<file path="config.mk">
export PLATFORM = sky130hd
export DESIGN_NAME = cpu6502_execute_unit_flat
export DESIGN_NICKNAME = d
export VERILOG_FILES = /design/src/hdl/cpu_exu_pkg.sv /design/src/hdl/cpu_exu_if.sv /design/src/hdl/cpu_exu_front.sv /design/src/hdl/cpu_exu_queue.sv /design/src/hdl/cpu_exu_back.sv /design/src/hdl/cpu6502_execute_unit.sv /design/src/flat_wrapper.sv
export SDC_FILE = /design/constraint.sdc
export NUM_CORES = 1
export LEC_CHECK = 0
export BUFFER_PORTS_ARGS = -buffer_cell sky130_fd_sc_hd__buf_2
export CORE_MARGIN = 2
export CORE_UTILIZATION = 35
export CTS_CLUSTER_DIAMETER = 80
export DETAILED_ROUTE_END_ITERATION = 10
export PLACE_DENSITY = 0.52
export REMOVE_ABC_BUFFERS = 1
export SLEW_MARGIN = 20
export SYNTH_ARGS = -nofsm -noshare
export SYNTH_HDL_FRONTEND = slang
export SYNTH_SLANG_ARGS = --single-unit
</file>
<file path="constraint.sdc">
create_clock -name clk_i -period 3.9 [get_ports clk_i]
set_input_delay 0.39 -clock clk_i [delete_from_list [all_inputs] [get_ports clk_i]]
set_output_delay 0.39 -clock clk_i [all_outputs]
set_load 0.01 [all_outputs]
</file>
<file path="src/hdl/cpu_exu_pkg.sv">
`timescale 1ns / 1ps
// ----------------------------------------------------------------------------
// 6502 execute unit package
// Shared widths, operation codes, flag positions and the queue entry type.
// ----------------------------------------------------------------------------
package cpu_exu_pkg;

  // Field widths of the request and result channels.
  localparam int unsigned FuncW = 5;
  localparam int unsigned DataW = 8;
  localparam int unsigned AddrW = 16;

  // Default depth of the queue between front and back end.
  localparam int unsigned QueueDepthDefault = 2;

  // Operation codes as they arrive on the request channel.
  localparam logic [FuncW-1:0] FuncAdc    = 5'd0;
  localparam logic [FuncW-1:0] FuncAnd    = 5'd1;
  localparam logic [FuncW-1:0] FuncAslMem = 5'd2;
  localparam logic [FuncW-1:0] FuncAslAcc = 5'd3;
  localparam logic [FuncW-1:0] FuncBit    = 5'd4;
  localparam logic [FuncW-1:0] FuncCpx    = 5'd5;
  localparam logic [FuncW-1:0] FuncDec    = 5'd6;
  localparam logic [FuncW-1:0] FuncDex    = 5'd7;
  localparam logic [FuncW-1:0] FuncDey    = 5'd8;
  localparam logic [FuncW-1:0] FuncLda    = 5'd9;
  localparam logic [FuncW-1:0] FuncLdx    = 5'd10;
  localparam logic [FuncW-1:0] FuncLdy    = 5'd11;
  localparam logic [FuncW-1:0] FuncSta    = 5'd12;
  localparam logic [FuncW-1:0] FuncStx    = 5'd13;
  localparam logic [FuncW-1:0] FuncSty    = 5'd14;
  localparam logic [FuncW-1:0] FuncBrk    = 5'd15;
  localparam logic [FuncW-1:0] FuncBcc    = 5'd16;
  localparam logic [FuncW-1:0] FuncBcs    = 5'd17;
  localparam logic [FuncW-1:0] FuncBeq    = 5'd18;
  localparam logic [FuncW-1:0] FuncBmi    = 5'd19;
  localparam logic [FuncW-1:0] FuncBne    = 5'd20;
  localparam logic [FuncW-1:0] FuncBpl    = 5'd21;
  localparam logic [FuncW-1:0] FuncBvc    = 5'd22;
  localparam logic [FuncW-1:0] FuncBvs    = 5'd23;

  // Status register bit positions.
  localparam int unsigned FlagC = 0;
  localparam int unsigned FlagZ = 1;
  localparam int unsigned FlagI = 2;
  localparam int unsigned FlagB = 4;
  localparam int unsigned FlagV = 6;
  localparam int unsigned FlagN = 7;

  // Stack page and stack pointer value after reset.
  localparam logic [DataW-1:0] StackPage = 8'h01;
  localparam logic [DataW-1:0] SpReset   = 8'hFF;

  // Operation classes produced by the front end.
  typedef enum logic [4:0] {
    OP_ADC,
    OP_AND,
    OP_ASL_MEM,
    OP_SHIFT_ACC,
    OP_BIT,
    OP_CPX,
    OP_DEC,
    OP_DEX,
    OP_DEY,
    OP_LDA,
    OP_LDX,
    OP_LDY,
    OP_STA,
    OP_STX,
    OP_STY,
    OP_BRK,
    OP_BRANCH,
    OP_NOP
  } op_e;

  // Flag tested by a conditional branch.
  typedef enum logic [1:0] {
    BR_C,
    BR_Z,
    BR_N,
    BR_V
  } br_flag_e;

  // One decoded operation waiting in the queue.
  typedef struct packed {
    op_e              op;
    br_flag_e         br_flag;
    logic             br_want;
    logic [DataW-1:0] operand;
    logic [AddrW-1:0] eff_addr;
    logic [AddrW-1:0] ret_addr;
  } qent_t;

endpackage

</file>
<file path="src/hdl/cpu_exu_if.sv">
`timescale 1ns / 1ps
// ----------------------------------------------------------------------------
// 6502 execute unit channels
// Valid/ready interfaces for the operation requests and the result stream.
// ----------------------------------------------------------------------------
interface cpu_exu_in_if;
  logic                             valid;
  logic                             ready;
  logic [cpu_exu_pkg::FuncW-1:0]    func;
  logic [cpu_exu_pkg::DataW-1:0]    operand;
  logic [cpu_exu_pkg::AddrW-1:0]    eff_addr;
  logic [cpu_exu_pkg::AddrW-1:0]    prog_counter;

  modport source (output valid, func, operand, eff_addr, prog_counter, input ready);
  modport sink   (input valid, func, operand, eff_addr, prog_counter, output ready);
endinterface

interface cpu_exu_out_if;
  logic                             valid;
  logic                             ready;
  logic                             write_enable;
  logic [cpu_exu_pkg::AddrW-1:0]    write_addr;
  logic [cpu_exu_pkg::DataW-1:0]    write_data;
  logic [cpu_exu_pkg::DataW-1:0]    acc_value;
  logic [cpu_exu_pkg::DataW-1:0]    x_value;
  logic [cpu_exu_pkg::DataW-1:0]    y_value;
  logic [cpu_exu_pkg::DataW-1:0]    flags_value;
  logic                             branch_taken;
  logic                             vector_fetch;
  logic                             last;

  modport source (output valid, write_enable, write_addr, write_data, acc_value, x_value,
                  y_value, flags_value, branch_taken, vector_fetch, last, input ready);
  modport sink   (input valid, write_enable, write_addr, write_data, acc_value, x_value,
                  y_value, flags_value, branch_taken, vector_fetch, last, output ready);
endinterface

</file>
<file path="src/hdl/cpu_exu_front.sv">
`timescale 1ns / 1ps
// ----------------------------------------------------------------------------
// 6502 execute unit front end
// Accepts requests, decodes the operation code into an operation class and
// branch condition, precomputes the BRK return address and feeds the queue.
// ----------------------------------------------------------------------------
module cpu_exu_front (
  cpu_exu_in_if.sink          req_i,
  input  logic                full_i,
  output logic                push_o,
  output cpu_exu_pkg::qent_t  push_data_o
);

  // A request is taken whenever the queue has room.
  assign req_i.ready = !full_i;
  assign push_o      = req_i.valid && !full_i;

  // Operation decode.
  always_comb begin
    push_data_o.op       = cpu_exu_pkg::OP_NOP;
    push_data_o.br_flag  = cpu_exu_pkg::BR_C;
    push_data_o.br_want  = 1'b0;
    push_data_o.operand  = req_i.operand;
    push_data_o.eff_addr = req_i.eff_addr;
    // BRK pushes the address of the byte after its opcode minus one.
    push_data_o.ret_addr = req_i.prog_counter - cpu_exu_pkg::AddrW'(1);
    unique case (req_i.func)
      cpu_exu_pkg::FuncAdc:    push_data_o.op = cpu_exu_pkg::OP_ADC;
      cpu_exu_pkg::FuncAnd:    push_data_o.op = cpu_exu_pkg::OP_AND;
      cpu_exu_pkg::FuncAslMem: push_data_o.op = cpu_exu_pkg::OP_ASL_MEM;
      cpu_exu_pkg::FuncAslAcc: push_data_o.op = cpu_exu_pkg::OP_SHIFT_ACC;
      cpu_exu_pkg::FuncBit:    push_data_o.op = cpu_exu_pkg::OP_BIT;
      cpu_exu_pkg::FuncCpx:    push_data_o.op = cpu_exu_pkg::OP_CPX;
      cpu_exu_pkg::FuncDec:    push_data_o.op = cpu_exu_pkg::OP_DEC;
      cpu_exu_pkg::FuncDex:    push_data_o.op = cpu_exu_pkg::OP_DEX;
      cpu_exu_pkg::FuncDey:    push_data_o.op = cpu_exu_pkg::OP_DEY;
      cpu_exu_pkg::FuncLda:    push_data_o.op = cpu_exu_pkg::OP_LDA;
      cpu_exu_pkg::FuncLdx:    push_data_o.op = cpu_exu_pkg::OP_LDX;
      cpu_exu_pkg::FuncLdy:    push_data_o.op = cpu_exu_pkg::OP_LDY;
      cpu_exu_pkg::FuncSta:    push_data_o.op = cpu_exu_pkg::OP_STA;
      cpu_exu_pkg::FuncStx:    push_data_o.op = cpu_exu_pkg::OP_STX;
      cpu_exu_pkg::FuncSty:    push_data_o.op = cpu_exu_pkg::OP_STY;
      cpu_exu_pkg::FuncBrk:    push_data_o.op = cpu_exu_pkg::OP_BRK;
      cpu_exu_pkg::FuncBcc: begin
        push_data_o.op      = cpu_exu_pkg::OP_BRANCH;
        push_data_o.br_flag = cpu_exu_pkg::BR_C;
        push_data_o.br_want = 1'b0;
      end
      cpu_exu_pkg::FuncBcs: begin
        push_data_o.op      = cpu_exu_pkg::OP_BRANCH;
        push_data_o.br_flag = cpu_exu_pkg::BR_C;
        push_data_o.br_want = 1'b1;
      end
      cpu_exu_pkg::FuncBeq: begin
        push_data_o.op      = cpu_exu_pkg::OP_BRANCH;
        push_data_o.br_flag = cpu_exu_pkg::BR_Z;
        push_data_o.br_want = 1'b1;
      end
      cpu_exu_pkg::FuncBmi: begin
        push_data_o.op      = cpu_exu_pkg::OP_BRANCH;
        push_data_o.br_flag = cpu_exu_pkg::BR_N;
        push_data_o.br_want = 1'b1;
      end
      cpu_exu_pkg::FuncBne: begin
        push_data_o.op      = cpu_exu_pkg::OP_BRANCH;
        push_data_o.br_flag = cpu_exu_pkg::BR_Z;
        push_data_o.br_want = 1'b0;
      end
      cpu_exu_pkg::FuncBpl: begin
        push_data_o.op      = cpu_exu_pkg::OP_BRANCH;
        push_data_o.br_flag = cpu_exu_pkg::BR_N;
        push_data_o.br_want = 1'b0;
      end
      cpu_exu_pkg::FuncBvc: begin
        push_data_o.op      = cpu_exu_pkg::OP_BRANCH;
        push_data_o.br_flag = cpu_exu_pkg::BR_V;
        push_data_o.br_want = 1'b0;
      end
      cpu_exu_pkg::FuncBvs: begin
        push_data_o.op      = cpu_exu_pkg::OP_BRANCH;
        push_data_o.br_flag = cpu_exu_pkg::BR_V;
        push_data_o.br_want = 1'b1;
      end
      // Codes without an operation execute as no-ops.
      default: push_data_o.op = cpu_exu_pkg::OP_NOP;
    endcase
  end

endmodule

</file>
<file path="src/hdl/cpu_exu_queue.sv">
`timescale 1ns / 1ps
// ----------------------------------------------------------------------------
// 6502 execute unit queue
// Small first-in first-out buffer of decoded operations between the front
// and back end, with simultaneous push and pop.
// ----------------------------------------------------------------------------
module cpu_exu_queue #(
  parameter int unsigned Depth = cpu_exu_pkg::QueueDepthDefault
) (
  input  logic                clk_i,
  input  logic                rst_ni,
  input  logic                push_i,
  input  cpu_exu_pkg::qent_t  push_data_i,
  output logic                full_o,
  input  logic                pop_i,
  output logic                valid_o,
  output cpu_exu_pkg::qent_t  head_o
);

  localparam int unsigned PtrW = (Depth > 1) ? $clog2(Depth) : 1;
  localparam int unsigned CntW = $clog2(Depth + 1);
  localparam logic [PtrW-1:0] LastPtr = PtrW'(Depth - 1);

  cpu_exu_pkg::qent_t entries_q [Depth];
  logic [PtrW-1:0]    wr_ptr_q, wr_ptr_d;
  logic [PtrW-1:0]    rd_ptr_q, rd_ptr_d;
  logic [CntW-1:0]    count_q, count_d;
  logic               do_push, do_pop;

  assign full_o  = (count_q == CntW'(Depth));
  assign valid_o = (count_q != '0);
  assign head_o  = entries_q[rd_ptr_q];
  assign do_push = push_i && !full_o;
  assign do_pop  = pop_i && valid_o;

  // Pointer and fill count update.
  always_comb begin
    wr_ptr_d = wr_ptr_q;
    rd_ptr_d = rd_ptr_q;
    count_d  = count_q;
    if (do_push) begin
      wr_ptr_d = (wr_ptr_q == LastPtr) ? '0 : wr_ptr_q + PtrW'(1);
    end
    if (do_pop) begin
      rd_ptr_d = (rd_ptr_q == LastPtr) ? '0 : rd_ptr_q + PtrW'(1);
    end
    if (do_push && !do_pop) begin
      count_d = count_q + CntW'(1);
    end else if (do_pop && !do_push) begin
      count_d = count_q - CntW'(1);
    end
  end

  always_ff @(posedge clk_i or negedge rst_ni) begin
    if (!rst_ni) begin
      wr_ptr_q <= '0;
      rd_ptr_q <= '0;
      count_q  <= '0;
    end else begin
      wr_ptr_q <= wr_ptr_d;
      rd_ptr_q <= rd_ptr_d;
      count_q  <= count_d;
    end
  end

  // Entry storage.
  always_ff @(posedge clk_i) begin
    if (do_push) begin
      entries_q[wr_ptr_q] <= push_data_i;
    end
  end

endmodule

</file>
<file path="src/hdl/cpu_exu_back.sv">
`timescale 1ns / 1ps
// ----------------------------------------------------------------------------
// 6502 execute unit back end
// Holds the architectural registers, executes the operation at the head of
// the queue and drives the result register. BRK takes three beats.
// ----------------------------------------------------------------------------
module cpu_exu_back (
  input  logic                clk_i,
  input  logic                rst_ni,
  input  logic                q_valid_i,
  input  cpu_exu_pkg::qent_t  head_i,
  output logic                pop_o,
  cpu_exu_out_if.source       rsp_o
);

  localparam int unsigned DataW = cpu_exu_pkg::DataW;
  localparam int unsigned AddrW = cpu_exu_pkg::AddrW;

  // BRK push beats: return address high, return address low, status.
  localparam logic [1:0] BeatHi = 2'd0;
  localparam logic [1:0] BeatLo = 2'd1;
  localparam logic [1:0] BeatSr = 2'd2;

  // Update Z and N from a result byte.
  function automatic logic [DataW-1:0] with_zn(input logic [DataW-1:0] f,
                                               input logic [DataW-1:0] v);
    logic [DataW-1:0] r;
    r = f;
    r[cpu_exu_pkg::FlagZ] = (v == '0);
    r[cpu_exu_pkg::FlagN] = v[DataW-1];
    return r;
  endfunction

  // Architectural state.
  logic [DataW-1:0] acc_q, acc_d;
  logic [DataW-1:0] x_q, x_d;
  logic [DataW-1:0] y_q, y_d;
  logic [DataW-1:0] flags_q, flags_d;
  logic [DataW-1:0] sp_q, sp_d;
  logic [1:0]       beat_q, beat_d;
  logic [DataW-1:0] pushed_q, pushed_d;

  // Result register.
  logic             out_valid_q;
  logic             we_q, we_d;
  logic [AddrW-1:0] waddr_q, waddr_d;
  logic [DataW-1:0] wdata_q, wdata_d;
  logic             taken_q, taken_d;
  logic             vec_q, vec_d;
  logic             last_q, last_d;

  logic             exec_fire;
  logic             is_brk;
  logic [DataW:0]   sum9;
  logic [DataW:0]   diff9;
  logic             br_flag_val;
  logic [DataW-1:0] m;

  assign m         = head_i.operand;
  assign is_brk    = (head_i.op == cpu_exu_pkg::OP_BRK);
  assign exec_fire = q_valid_i && (!out_valid_q || rsp_o.ready);
  assign pop_o     = exec_fire && (!is_brk || beat_q == BeatSr);

  assign sum9  = {1'b0, acc_q} + {1'b0, m} + {{DataW{1'b0}}, flags_q[cpu_exu_pkg::FlagC]};
  assign diff9 = {1'b0, x_q} - {1'b0, m};

  // Flag tested by a branch.
  always_comb begin
    unique case (head_i.br_flag)
      cpu_exu_pkg::BR_C: br_flag_val = flags_q[cpu_exu_pkg::FlagC];
      cpu_exu_pkg::BR_Z: br_flag_val = flags_q[cpu_exu_pkg::FlagZ];
      cpu_exu_pkg::BR_N: br_flag_val = flags_q[cpu_exu_pkg::FlagN];
      cpu_exu_pkg::BR_V: br_flag_val = flags_q[cpu_exu_pkg::FlagV];
      default:           br_flag_val = 1'b0;
    endcase
  end

  // Execute the head operation.
  always_comb begin
    acc_d    = acc_q;
    x_d      = x_q;
    y_d      = y_q;
    flags_d  = flags_q;
    sp_d     = sp_q;
    beat_d   = beat_q;
    pushed_d = pushed_q;
    we_d     = 1'b0;
    waddr_d  = '0;
    wdata_d  = '0;
    taken_d  = 1'b0;
    vec_d    = 1'b0;
    last_d   = 1'b1;
    unique case (head_i.op)
      cpu_exu_pkg::OP_ADC: begin
        acc_d = sum9[DataW-1:0];
        flags_d[cpu_exu_pkg::FlagC] = sum9[DataW];
        flags_d[cpu_exu_pkg::FlagV] = ~(acc_q[DataW-1] ^ m[DataW-1])
                                      & (acc_q[DataW-1] ^ sum9[DataW-1]);
        flags_d = with_zn(flags_d, sum9[DataW-1:0]);
      end
      cpu_exu_pkg::OP_AND: begin
        acc_d   = acc_q & m;
        flags_d = with_zn(flags_q, acc_q & m);
      end
      cpu_exu_pkg::OP_ASL_MEM: begin
        we_d    = 1'b1;
        waddr_d = head_i.eff_addr;
        wdata_d = {m[DataW-2:0], 1'b0};
        flags_d[cpu_exu_pkg::FlagC] = m[DataW-1];
        flags_d = with_zn(flags_d, {m[DataW-2:0], 1'b0});
      end
      cpu_exu_pkg::OP_SHIFT_ACC: begin
        acc_d = {acc_q[DataW-2:0], 1'b0};
        flags_d[cpu_exu_pkg::FlagC] = acc_q[DataW-1];
        flags_d = with_zn(flags_d, {acc_q[DataW-2:0], 1'b0});
      end
      cpu_exu_pkg::OP_BIT: begin
        flags_d[cpu_exu_pkg::FlagN] = m[cpu_exu_pkg::FlagN];
        flags_d[cpu_exu_pkg::FlagV] = m[cpu_exu_pkg::FlagV];
        flags_d[cpu_exu_pkg::FlagZ] = ((m & acc_q) == '0);
      end
      // Unsigned compare: carry means no borrow.
      cpu_exu_pkg::OP_CPX: begin
        flags_d[cpu_exu_pkg::FlagC] = !diff9[DataW];
        flags_d[cpu_exu_pkg::FlagZ] = (x_q == m);
        flags_d[cpu_exu_pkg::FlagN] = diff9[DataW-1];
      end
      cpu_exu_pkg::OP_DEC: begin
        we_d    = 1'b1;
        waddr_d = head_i.eff_addr;
        wdata_d = m - DataW'(1);
        flags_d = with_zn(flags_q, m - DataW'(1));
      end
      cpu_exu_pkg::OP_DEX: begin
        x_d     = x_q - DataW'(1);
        flags_d = with_zn(flags_q, x_q - DataW'(1));
      end
      cpu_exu_pkg::OP_DEY: begin
        y_d     = y_q - DataW'(1);
        flags_d = with_zn(flags_q, y_q - DataW'(1));
      end
      cpu_exu_pkg::OP_LDA: begin
        acc_d   = m;
        flags_d = with_zn(flags_q, m);
      end
      cpu_exu_pkg::OP_LDX: begin
        x_d     = m;
        flags_d = with_zn(flags_q, m);
      end
      cpu_exu_pkg::OP_LDY: begin
        y_d     = m;
        flags_d = with_zn(flags_q, m);
      end
      cpu_exu_pkg::OP_STA: begin
        we_d    = 1'b1;
        waddr_d = head_i.eff_addr;
        wdata_d = acc_q;
      end
      cpu_exu_pkg::OP_STX: begin
        we_d    = 1'b1;
        waddr_d = head_i.eff_addr;
        wdata_d = x_q;
      end
      cpu_exu_pkg::OP_STY: begin
        we_d    = 1'b1;
        waddr_d = head_i.eff_addr;
        wdata_d = y_q;
      end
      // One stack write per beat; I is set on the first beat so that every
      // beat shows the final status.
      cpu_exu_pkg::OP_BRK: begin
        we_d    = 1'b1;
        vec_d   = 1'b1;
        waddr_d = {cpu_exu_pkg::StackPage, sp_q};
        sp_d    = sp_q - DataW'(1);
        last_d  = (beat_q == BeatSr);
        beat_d  = (beat_q == BeatSr) ? BeatHi : beat_q + 2'd1;
        unique case (beat_q)
          BeatHi: begin
            wdata_d  = head_i.ret_addr[AddrW-1:DataW];
            pushed_d = flags_q;
            pushed_d[cpu_exu_pkg::FlagN] = 1'b0;
            pushed_d[cpu_exu_pkg::FlagB] = 1'b1;
            flags_d[cpu_exu_pkg::FlagI]  = 1'b1;
          end
          BeatLo:  wdata_d = head_i.ret_addr[DataW-1:0];
          default: wdata_d = pushed_q;
        endcase
      end
      cpu_exu_pkg::OP_BRANCH: taken_d = (br_flag_val == head_i.br_want);
      default: ;
    endcase
  end

  // Architectural registers and BRK sequencing.
  always_ff @(posedge clk_i or negedge rst_ni) begin
    if (!rst_ni) begin
      acc_q   <= '0;
      x_q     <= '0;
      y_q     <= '0;
      flags_q <= '0;
      sp_q    <= cpu_exu_pkg::SpReset;
      beat_q  <= BeatHi;
    end else if (exec_fire) begin
      acc_q   <= acc_d;
      x_q     <= x_d;
      y_q     <= y_d;
      flags_q <= flags_d;
      sp_q    <= sp_d;
      beat_q  <= beat_d;
    end
  end

  // Result valid flag.
  always_ff @(posedge clk_i or negedge rst_ni) begin
    if (!rst_ni) begin
      out_valid_q <= 1'b0;
    end else if (exec_fire) begin
      out_valid_q <= 1'b1;
    end else if (rsp_o.ready) begin
      out_valid_q <= 1'b0;
    end
  end

  // Result payload and saved BRK status.
  always_ff @(posedge clk_i) begin
    if (exec_fire) begin
      we_q     <= we_d;
      waddr_q  <= waddr_d;
      wdata_q  <= wdata_d;
      taken_q  <= taken_d;
      vec_q    <= vec_d;
      last_q   <= last_d;
      pushed_q <= pushed_d;
    end
  end

  // Register values shown are those after the operation in the result register.
  assign rsp_o.valid        = out_valid_q;
  assign rsp_o.write_enable = we_q;
  assign rsp_o.write_addr   = waddr_q;
  assign rsp_o.write_data   = wdata_q;
  assign rsp_o.acc_value    = acc_q;
  assign rsp_o.x_value      = x_q;
  assign rsp_o.y_value      = y_q;
  assign rsp_o.flags_value  = flags_q;
  assign rsp_o.branch_taken = taken_q;
  assign rsp_o.vector_fetch = vec_q;
  assign rsp_o.last         = last_q;

  // A BRK in progress keeps its entry at the head of the queue.
  assert property (@(posedge clk_i) disable iff (!rst_ni)
    (beat_q != BeatHi) |-> (q_valid_i && is_brk))
    else $error("BRK sequence lost its queue entry");

  // The first BRK beat is followed by the second.
  assert property (@(posedge clk_i) disable iff (!rst_ni)
    (exec_fire && is_brk && beat_q == BeatHi) |=> (beat_q == BeatLo))
    else $error("BRK beat counter did not advance");

  // Every BRK beat pushes one byte and moves the stack pointer down by one.
  assert property (@(posedge clk_i) disable iff (!rst_ni)
    (exec_fire && is_brk) |=> (sp_q == $past(sp_q) - DataW'(1)))
    else $error("Stack pointer not decremented on BRK push");

  // The final BRK result shows the interrupt disable flag set.
  assert property (@(posedge clk_i) disable iff (!rst_ni)
    (out_valid_q && vec_q && last_q) |-> flags_q[cpu_exu_pkg::FlagI])
    else $error("BRK completed without setting I");

endmodule

</file>
<file path="src/hdl/cpu6502_execute_unit.sv">
`timescale 1ns / 1ps
// ----------------------------------------------------------------------------
// 6502 execute unit
// Executes decoded 6502 operations against A, X, Y, S and the status flags.
// ----------------------------------------------------------------------------
// Usage:
// Requests arrive on req_i (valid/ready) carrying the operation code, the
// operand byte, the effective address and the pc after opcode fetch. Each
// request yields one result on rsp_o, or three for BRK (the stack pushes of
// the return address high and low byte and the status), with last marking
// the final result of a request.
// A taken request is written into the queue and executed from there into the result register.
// Throughput: one request per cycle while rsp_o is not stalled; BRK holds the
// execute stage until its three results are out, since the result register
// carries one memory write per cycle.
// The front end decodes requests into a queue of QueueDepth entries; the back
// end executes from the queue into a result register. When the receiver
// stalls, the result register holds, the queue fills and req_i.ready drops
// once it is full.
// Reset clears A, X, Y and the flags, sets the stack pointer to 0xFF and
// empties the queue and the result register; no setup is needed.
// ----------------------------------------------------------------------------
module cpu6502_execute_unit #(
  parameter int unsigned QueueDepth = cpu_exu_pkg::QueueDepthDefault
) (
  input  logic          clk_i,
  input  logic          rst_ni,
  cpu_exu_in_if.sink    req_i,
  cpu_exu_out_if.source rsp_o
);

  logic               push;
  logic               full;
  logic               pop;
  logic               q_valid;
  cpu_exu_pkg::qent_t push_data;
  cpu_exu_pkg::qent_t head;

  // Request decode.
  cpu_exu_front u_front (
    .req_i       (req_i),
    .full_i      (full),
    .push_o      (push),
    .push_data_o (push_data)
  );

  // Decoupling queue.
  cpu_exu_queue #(
    .Depth (QueueDepth)
  ) u_queue (
    .clk_i       (clk_i),
    .rst_ni      (rst_ni),
    .push_i      (push),
    .push_data_i (push_data),
    .full_o      (full),
    .pop_i       (pop),
    .valid_o     (q_valid),
    .head_o      (head)
  );

  // Execution and result register.
  cpu_exu_back u_back (
    .clk_i     (clk_i),
    .rst_ni    (rst_ni),
    .q_valid_i (q_valid),
    .head_i    (head),
    .pop_o     (pop),
    .rsp_o     (rsp_o)
  );

endmodule
</file>
<file path="src/flat_wrapper.sv">
// flat-port wrapper written by rule: the top's interface ports become plain ports
module cpu6502_execute_unit_flat 
#(
  parameter int unsigned QueueDepth = cpu_exu_pkg::QueueDepthDefault
)
  (clk_i, rst_ni, req_i_valid, req_i_func, req_i_operand, req_i_eff_addr, req_i_prog_counter, req_i_ready, rsp_o_valid, rsp_o_write_enable, rsp_o_write_addr, rsp_o_write_data, rsp_o_acc_value, rsp_o_x_value, rsp_o_y_value, rsp_o_flags_value, rsp_o_branch_taken, rsp_o_vector_fetch, rsp_o_last, rsp_o_ready);
  cpu_exu_in_if req_i_i ();
  cpu_exu_out_if rsp_o_i ();
  input  logic clk_i;
  input  logic rst_ni;
  input wire logic [$bits(req_i_i.valid)-1:0] req_i_valid;
  input wire logic [$bits(req_i_i.func)-1:0] req_i_func;
  input wire logic [$bits(req_i_i.operand)-1:0] req_i_operand;
  input wire logic [$bits(req_i_i.eff_addr)-1:0] req_i_eff_addr;
  input wire logic [$bits(req_i_i.prog_counter)-1:0] req_i_prog_counter;
  output wire logic [$bits(req_i_i.ready)-1:0] req_i_ready;
  output wire logic [$bits(rsp_o_i.valid)-1:0] rsp_o_valid;
  output wire logic [$bits(rsp_o_i.write_enable)-1:0] rsp_o_write_enable;
  output wire logic [$bits(rsp_o_i.write_addr)-1:0] rsp_o_write_addr;
  output wire logic [$bits(rsp_o_i.write_data)-1:0] rsp_o_write_data;
  output wire logic [$bits(rsp_o_i.acc_value)-1:0] rsp_o_acc_value;
  output wire logic [$bits(rsp_o_i.x_value)-1:0] rsp_o_x_value;
  output wire logic [$bits(rsp_o_i.y_value)-1:0] rsp_o_y_value;
  output wire logic [$bits(rsp_o_i.flags_value)-1:0] rsp_o_flags_value;
  output wire logic [$bits(rsp_o_i.branch_taken)-1:0] rsp_o_branch_taken;
  output wire logic [$bits(rsp_o_i.vector_fetch)-1:0] rsp_o_vector_fetch;
  output wire logic [$bits(rsp_o_i.last)-1:0] rsp_o_last;
  input wire logic [$bits(rsp_o_i.ready)-1:0] rsp_o_ready;
  assign req_i_i.valid = req_i_valid;
  assign req_i_i.func = req_i_func;
  assign req_i_i.operand = req_i_operand;
  assign req_i_i.eff_addr = req_i_eff_addr;
  assign req_i_i.prog_counter = req_i_prog_counter;
  assign req_i_ready = req_i_i.ready;
  assign rsp_o_valid = rsp_o_i.valid;
  assign rsp_o_write_enable = rsp_o_i.write_enable;
  assign rsp_o_write_addr = rsp_o_i.write_addr;
  assign rsp_o_write_data = rsp_o_i.write_data;
  assign rsp_o_acc_value = rsp_o_i.acc_value;
  assign rsp_o_x_value = rsp_o_i.x_value;
  assign rsp_o_y_value = rsp_o_i.y_value;
  assign rsp_o_flags_value = rsp_o_i.flags_value;
  assign rsp_o_branch_taken = rsp_o_i.branch_taken;
  assign rsp_o_vector_fetch = rsp_o_i.vector_fetch;
  assign rsp_o_last = rsp_o_i.last;
  assign rsp_o_i.ready = rsp_o_ready;
  cpu6502_execute_unit #(.QueueDepth(QueueDepth)) u_core (.clk_i(clk_i), .rst_ni(rst_ni), .req_i(req_i_i), .rsp_o(rsp_o_i));
endmodule
</file>
==> qor.csv, run 1 <==
metric;value;unit
outcome;finished, final reports clean;
maximum vdd drop;0.277;mV
Max Transition Viols Final;0;
crit-path leading delay family;adder cells;
# placed instances;1200;
die area;27100;um^2
setup tns final;0;ns
Post-Syn Area;9040;um^2
CP Data Arrival Time;3.75;ns
vias in the first global route;6553;
Setup crit end kind;register;
GR Overflow Total;0;
Post-Layout Cell Count;1234;
CTS max path bufs;2;
Post-synth ARST share;25.6;%
Worst path slowest cell;dfrtp_2;
skew final;0.0139;ns
Stages on worst setup path;10;
Worst Setup Path Type;reg -> reg;
CP max FO;24;
DP Area;10000;um^2
power density over the cells;818;nW/um^2
Starting Density;35.8;%
worst-skew pair later-pin latency;0.44;ns
Max-Slew Margin vs Limit;46.8;%
Hold Vio Cnt, Final;0;
Post-Syn Instances;762;
CP Buf/Inv Count;0;
fin crit share;86.9;%
largest net degree at the start of global routing;49;
Yosys reg bits;172;
Core Area;25300;um^2
WL per Instance;20.9;um
remaining antenna violation count;0;
DRC violations left;0;
vias;6636;
final net count;968;
Seq/Total Area, Yosys;54.8;%
RSZ-0062 raised after global routing;no;
EDFF count, synth;128;
worst-margin pin slew;0.799;ns
Avg Cell Area, Syn;11.9;um^2
register-to-register setup slack;0.51;ns
initial antenna violation count;0;
ys flop type;edfxtp_1;
CTS Buf Count;17;
DR iter-0 viols;484;
met2 usage;31.8;%
Max Freq;0.295;GHz
most common cell after layout, fill and taps aside;edfxtp_1;
Worst path most repeated cell;fa_1;
first-pass GRT wire length;39300;um
Startpoint Class;register;
antenna cells;0;
Worst Hold Class;in -> reg;
routed wire length;25800;um
post-DR vias/cell;5.38;
clk sinks;172;
Setup Buffers After CTS;0;
maxcap violations;0;
total power;8760;uW
reg2reg start;u_core.u_queue.rd_ptr_q;
commonest cells after routing, fill and taps aside;128 x edfxtp_1, 107 x buf_2, 55 x nor2_1;
P&R area growth vs syn;18.4;%
CTS clk-pin slew, worst paths;0.09;ns
I/O Buffers;107;
TritonCTS clock tree;built;
Worst Path Required;4.27;ns
DP HPWL;19400;um
met3 usage;3.09;%
IO Count;111;
layout cell share with drive strength beyond 1;23.9;%
M1 GR Usage;25.9;%
r2r worst-path depth;10;
CP Cell Sequence;mux2i_1 > fa_1 > fa_1 > nand2b_1 > a21oi_1 > xor2_1 > nor4_1 > nand4_1 > o211a_1 > o21ai_1;
Rows;58;
GPL Wtd Cong;0.977;
number of H-tree levels;4;
gr usage total;19.7;%
Pleak;0.00417;uW
busiest layer in global routing;met2;
final instance area;10700;um^2
Root Buffer;clkbuf_16;
Layout Utilization;42.4;%
endpoints failing setup;0;
Critical Path Sink;u_core.u_back.rsp_o.flags_value[1];
minimum clock period after layout;3.39;ns
Initial DRT Pass Iterations;6;
worst stage delay on the critical path;0.75;ns
yosys warns;0;
FF-to-FF End;u_core.u_back.rsp_o.flags_value[1];
Fillers;2429;
Die Ht;165;um
Unique masters post-synth;86;
Die X-Extent;165;um
Worst Setup SP;u_core.u_queue.rd_ptr_q;
registers in the layout (all words and copies together), names as in the netlist, 2 cells and up:
register and cells:
u_core.u_back.rsp_o.flags_value 5, u_core.u_back.beat_q 2, u_core.u_back.pushed_q 4, u_core.u_back.rsp_o.y_value 8
u_core.u_back.rsp_o.acc_value 8, u_core.u_queue.count_q 2, u_core.u_back.rsp_o.write_addr 16, u_core.u_back.rsp_o.write_data 8
u_core.u_back.sp_q 8, u_core.u_back.rsp_o.x_value 8, u_core.u_queue.entries_q 96
synthesized netlist by cell type (7+ instances only):
library cell | count | share of area (%)
edfxtp_1 | 128 | 43
nor2_1 | 56 | 2.3
o21ai_0 | 53 | 2.9
nand2_1 | 49 | 2.0
a21oi_1 | 42 | 2.3
inv_1 | 37 | 1.5
dfrtp_1 | 36 | 10
mux2i_1 | 34 | 3.8
ha_1 | 26 | 3.6
xnor2_1 | 23 | 2.2
xor2_1 | 21 | 2.0
a22oi_1 | 16 | 1.3
nor3_1 | 15 | 0.83
nand3_1 | 11 | 0.61
a22o_1 | 10 | 0.97
a31oi_1 | 10 | 0.69
nor4_1 | 10 | 0.69
clkbuf_1 | 9 | 0.37
mux4_2 | 9 | 2.2
nand2b_1 | 9 | 0.62
o22ai_1 | 9 | 0.62
dfstp_2 | 8 | 2.3
nor2b_1 | 8 | 0.55
buf_2 | 7 | 0.39
or4_1 | 7 | 0.58
timing repair:
item,in CTS,in global routing
gates resized for setup,0,0
hold buffers,1,0
hold endpoints to repair,12,0
final cells by class:
cell class / instances / area (um^2) / area share, %
clock buffers: 17 / 425 / 3.97
clock inverters: 15 / 233 / 2.17
inverters: 40 / 150 / 1.40
multi-input cells: 526 / 3790 / 35.4
flip-flops and latches: 172 / 4960 / 46.3
well taps: 330 / 413 / 3.86
repair buffers: 134 / 741 / 6.92
per-layer routing:
layer,share of wire (%),up-vias
li1,-,3137
met4,3.9,0
met1,44,3242
met3,4.4,46
met2,48,211
met5,0,-
worst min path at each step:
stage                            start                         endpoint  slack, ns  cells past startpoint
CTS                 req_i_eff_addr[11]  u_core.u_queue.entries_q[0][27]       0.11                      1
global route        req_i_eff_addr[15]  u_core.u_queue.entries_q[0][31]       0.10                      1
detailed placement              rst_ni   u_core.u_back.rsp_o.x_value[0]       0.41                      1
floorplan                       rst_ni          u_core.u_back.beat_q[0]       0.09                      0
finish              req_i_eff_addr[11]  u_core.u_queue.entries_q[0][27]       0.13                      1
global placement                rst_ni   u_core.u_back.rsp_o.x_value[0]       0.41                      1
worst reg2reg max path, delay by kind of cell, from the launching register on:
| kind | cells | cell delay, ns |
|---|---|---|
| simple gates | 3 | 0.71 |
| compound gates | 3 | 0.50 |
| flops | 1 | 0.75 |
| xor+xnor | 1 | 0.11 |
| mux | 1 | 0.33 |
| fa+ha+maj | 2 | 0.90 |
power breakdown:
part           leakage (uW)  switching (uW)  internal, uW  total (uW)
Combinational       0.00212            2190          1460        3660
Clock              0.000316             934           918        1850
Sequential          0.00173             595          2660        3250
through the flow:
stage | worst slack (ns) | hold slack [ns]
after floorplan | -0.563 | 0.0944
after CTS | 0.517 | 0.111
after detailed placement | 0.540 | 0.410
after global routing | 0.210 | 0.101
after global placement | 0.587 | 0.412
final | 0.512 | 0.126
logic make-up (layout without fill, tap and decap cells):
kind of cell               after synthesis  after routing  synth area share [%]
muxes                                   47             47                  6.59
other                                    1              3                0.0415
AOI/OAI and AO/OA                      188            188                  13.6
DFF                                    172            172                  54.8
and+or+nand+nor                        216            216                  13.2
xor gates and xnor gates                44             44                  4.26
adders and majority gates               28             28                  4.04
buffers and inverters                   66            206                  3.46
Power figures use the tool's default switching activity.
==> run 2, diff against run 1 <==
--- a/config.mk
+++ b/config.mk
@@ -6,6 +6,7 @@
 export NUM_CORES = 1
 export LEC_CHECK = 0
 export BUFFER_PORTS_ARGS = -buffer_cell sky130_fd_sc_hd__buf_2
+export CORE_ASPECT_RATIO = 0.7
 export CORE_MARGIN = 2
 export CORE_UTILIZATION = 35
 export CTS_CLUSTER_DIAMETER = 80
==> qor.csv, run 2 (synthesis results as in run 1) <==
metric;value;unit
Biggest register;u_core.u_queue.entries_q;
maximum vdd drop;0.299;mV
P&R area growth vs syn;17.2;%
CTS max path bufs;2;
Rows;49;
worst-margin pin slew;0.863;ns
CTS Buf Count;17;
commonest cells after routing, fill and taps aside;128 x edfxtp_1, 107 x buf_2, 55 x nor2_1;
DP HPWL;19300;um
Fillers;2461;
layout cell share with drive strength beyond 1;23.6;%
Startpoint Class;register;
CTS clk-pin slew, worst paths;0.07;ns
endpoints failing setup;0;
multi-input logic area;3790;um^2
Setup Buffers After CTS;0;
hold depth;1;
RSZ-0062 raised after global routing;no;
Root Buffer;clkbuf_16;
Starting Density;35.4;%
Worst Hold Launch;req_i_eff_addr[6];
I/O Buffers;107;
TritonCTS clock tree;built;
Core Area;25500;um^2
CP Data Arrival Time;3.48;ns
fin crit share;79.8;%
skew final;0.0167;ns
power density over the cells;802;nW/um^2
outcome;finished, final reports clean;
Worst path most repeated cell;buf_4;
CP Cell Sequence;buf_4 > buf_4 > mux2i_2 > inv_1 > ha_1 > xnor2_1 > nand4_1 > o211a_1 > o21ai_1;
register-to-register setup slack;0.79;ns
Setup crit end kind;register;
largest net degree at the start of global routing;49;
minimum clock period after layout;3.11;ns
final net count;971;
DRC violations left;0;
DR iter-0 viols;569;
Hold Vio Cnt, Final;0;
Worst Setup Path Type;reg -> reg;
routed wire length;25500;um
most common cell after layout, fill and taps aside;edfxtp_1;
Layout Utilization;41.6;%
Max Transition Viols Final;0;
max reg flops;96;
Place WS;0.836;ns
FF/Latch Area;4960;um^2
vias;6697;
Max-Slew Margin vs Limit;42.5;%
Pleak;0.00411;uW
remaining antenna violation count;0;
die area;27200;um^2
clk sinks;172;
first-pass GRT wire length;39300;um
r2r worst-path depth;9;
Stages on worst setup path;9;
GR Overflow Total;0;
WL per Instance;20.6;um
Initial DRT Pass Iterations;5;
number of H-tree levels;4;
post-DR vias/cell;5.41;
initial antenna violation count;2;
maxcap violations;0;
GPL Wtd Cong;0.926;
Max Freq;0.321;GHz
Worst Path Required;4.27;ns
worst-skew pair later-pin latency;0.44;ns
IO Count;111;
reg2reg start;u_core.u_queue.rd_ptr_q;
FF-to-FF End;u_core.u_back.rsp_o.flags_value[1];
setup ws final;0.787;ns
CP max FO;26;
worst stage delay on the critical path;0.58;ns
Die Ht;138;um
Worst path slowest cell;dfrtp_2;
vias in the first global route;6428;
crit-path leading delay family;buffers and inverters;
Hold EP;u_core.u_queue.entries_q[0][22];
Worst Hold Class;in -> reg;
gr usage total;19.4;%
Die X-Extent;196;um
CP Buf/Inv Count;3;
[run 2: cell types whose count changed in the layout (fill, tap and decap cells not counted), moves of 3 or more]
cell | previous run | this run
clkinv_1 | 3 | 6
buf_4 | 26 | 29
inv_12 | 6 | 0
inv_6 | 0 | 3
clkinv_8 | 5 | 0
[run 2: final cells by class]
class / instances / area share [%]
timing repair buffer: 137 / 7.20
sequential: 172 / 46.8
antenna: 1 / 0.0236
clock inverter: 13 / 0.850
inverter: 40 / 1.42
tap: 331 / 3.91
clock buffer: 19 / 4.08
multi-input combinational: 526 / 35.8
[run 2: where the power goes]
group	switching (uW)	internal [uW]
clock	728	817
combinational	2260	1480
sequential	561	2660
total	3550	4950
[run 2: worst max-delay path by stage]
stage / from / end / slack (ns)
after floorplan: u_core.u_queue.rd_ptr_q / u_core.u_back.rsp_o.flags_value[1] / -0.56
after global placement: u_core.u_queue.rd_ptr_q / u_core.u_back.rsp_o.flags_value[1] / 0.84
after detailed placement: u_core.u_queue.rd_ptr_q / u_core.u_back.rsp_o.flags_value[1] / 0.84
after CTS: u_core.u_queue.rd_ptr_q / u_core.u_back.rsp_o.flags_value[1] / 0.82
after global routing: u_core.u_queue.rd_ptr_q / u_core.u_queue.count_q[1] / 0.56
final: u_core.u_queue.rd_ptr_q / u_core.u_back.rsp_o.flags_value[1] / 0.79
[run 2: per-layer routing]
metal	vias to the layer above	wire, um	global-route usage (%)
li1	3149	-	-
met5	-	16	0
met2	212	10100	25.1
met4	2	341	5.14
met3	31	1920	6.03
met1	3303	13100	30.5
[run 2: worst reg2reg max path, stage by stage, from the launching register on]
cell,delay (ns)
dfrtp_2,0.58
buf_4,0.38
buf_4,0.32
mux2i_2,0.47
inv_1,0.18
ha_1,0.35
xnor2_1,0.31
nand4_1,0.14
o211a_1,0.23
o21ai_1,0.11
[run 2: through the flow]
stage | area, um^2 | power (uW) | hold WS (ns) | std cells | TNS (ns)
2_1_floorplan | 8890 | 5490 | 0.0944 | 738 | -2.16
3_3_place_gp | 10100 | 6970 | 0.473 | 1205 | 0
3_5_place_dp | 10100 | 6940 | 0.467 | 1205 | 0
4_1_cts | 10600 | 8510 | 0.123 | 1238 | 0
5_1_grt | 10600 | 9050 | 0.126 | 1238 | 0
6_report | 10600 | 8500 | 0.147 | 1239 | 0
[run 2: repair_timing]
action	4_1_cts	5_1_grt
hold buffers	1	0
endpoints found under the hold margin	11	0
resized for setup	0	0
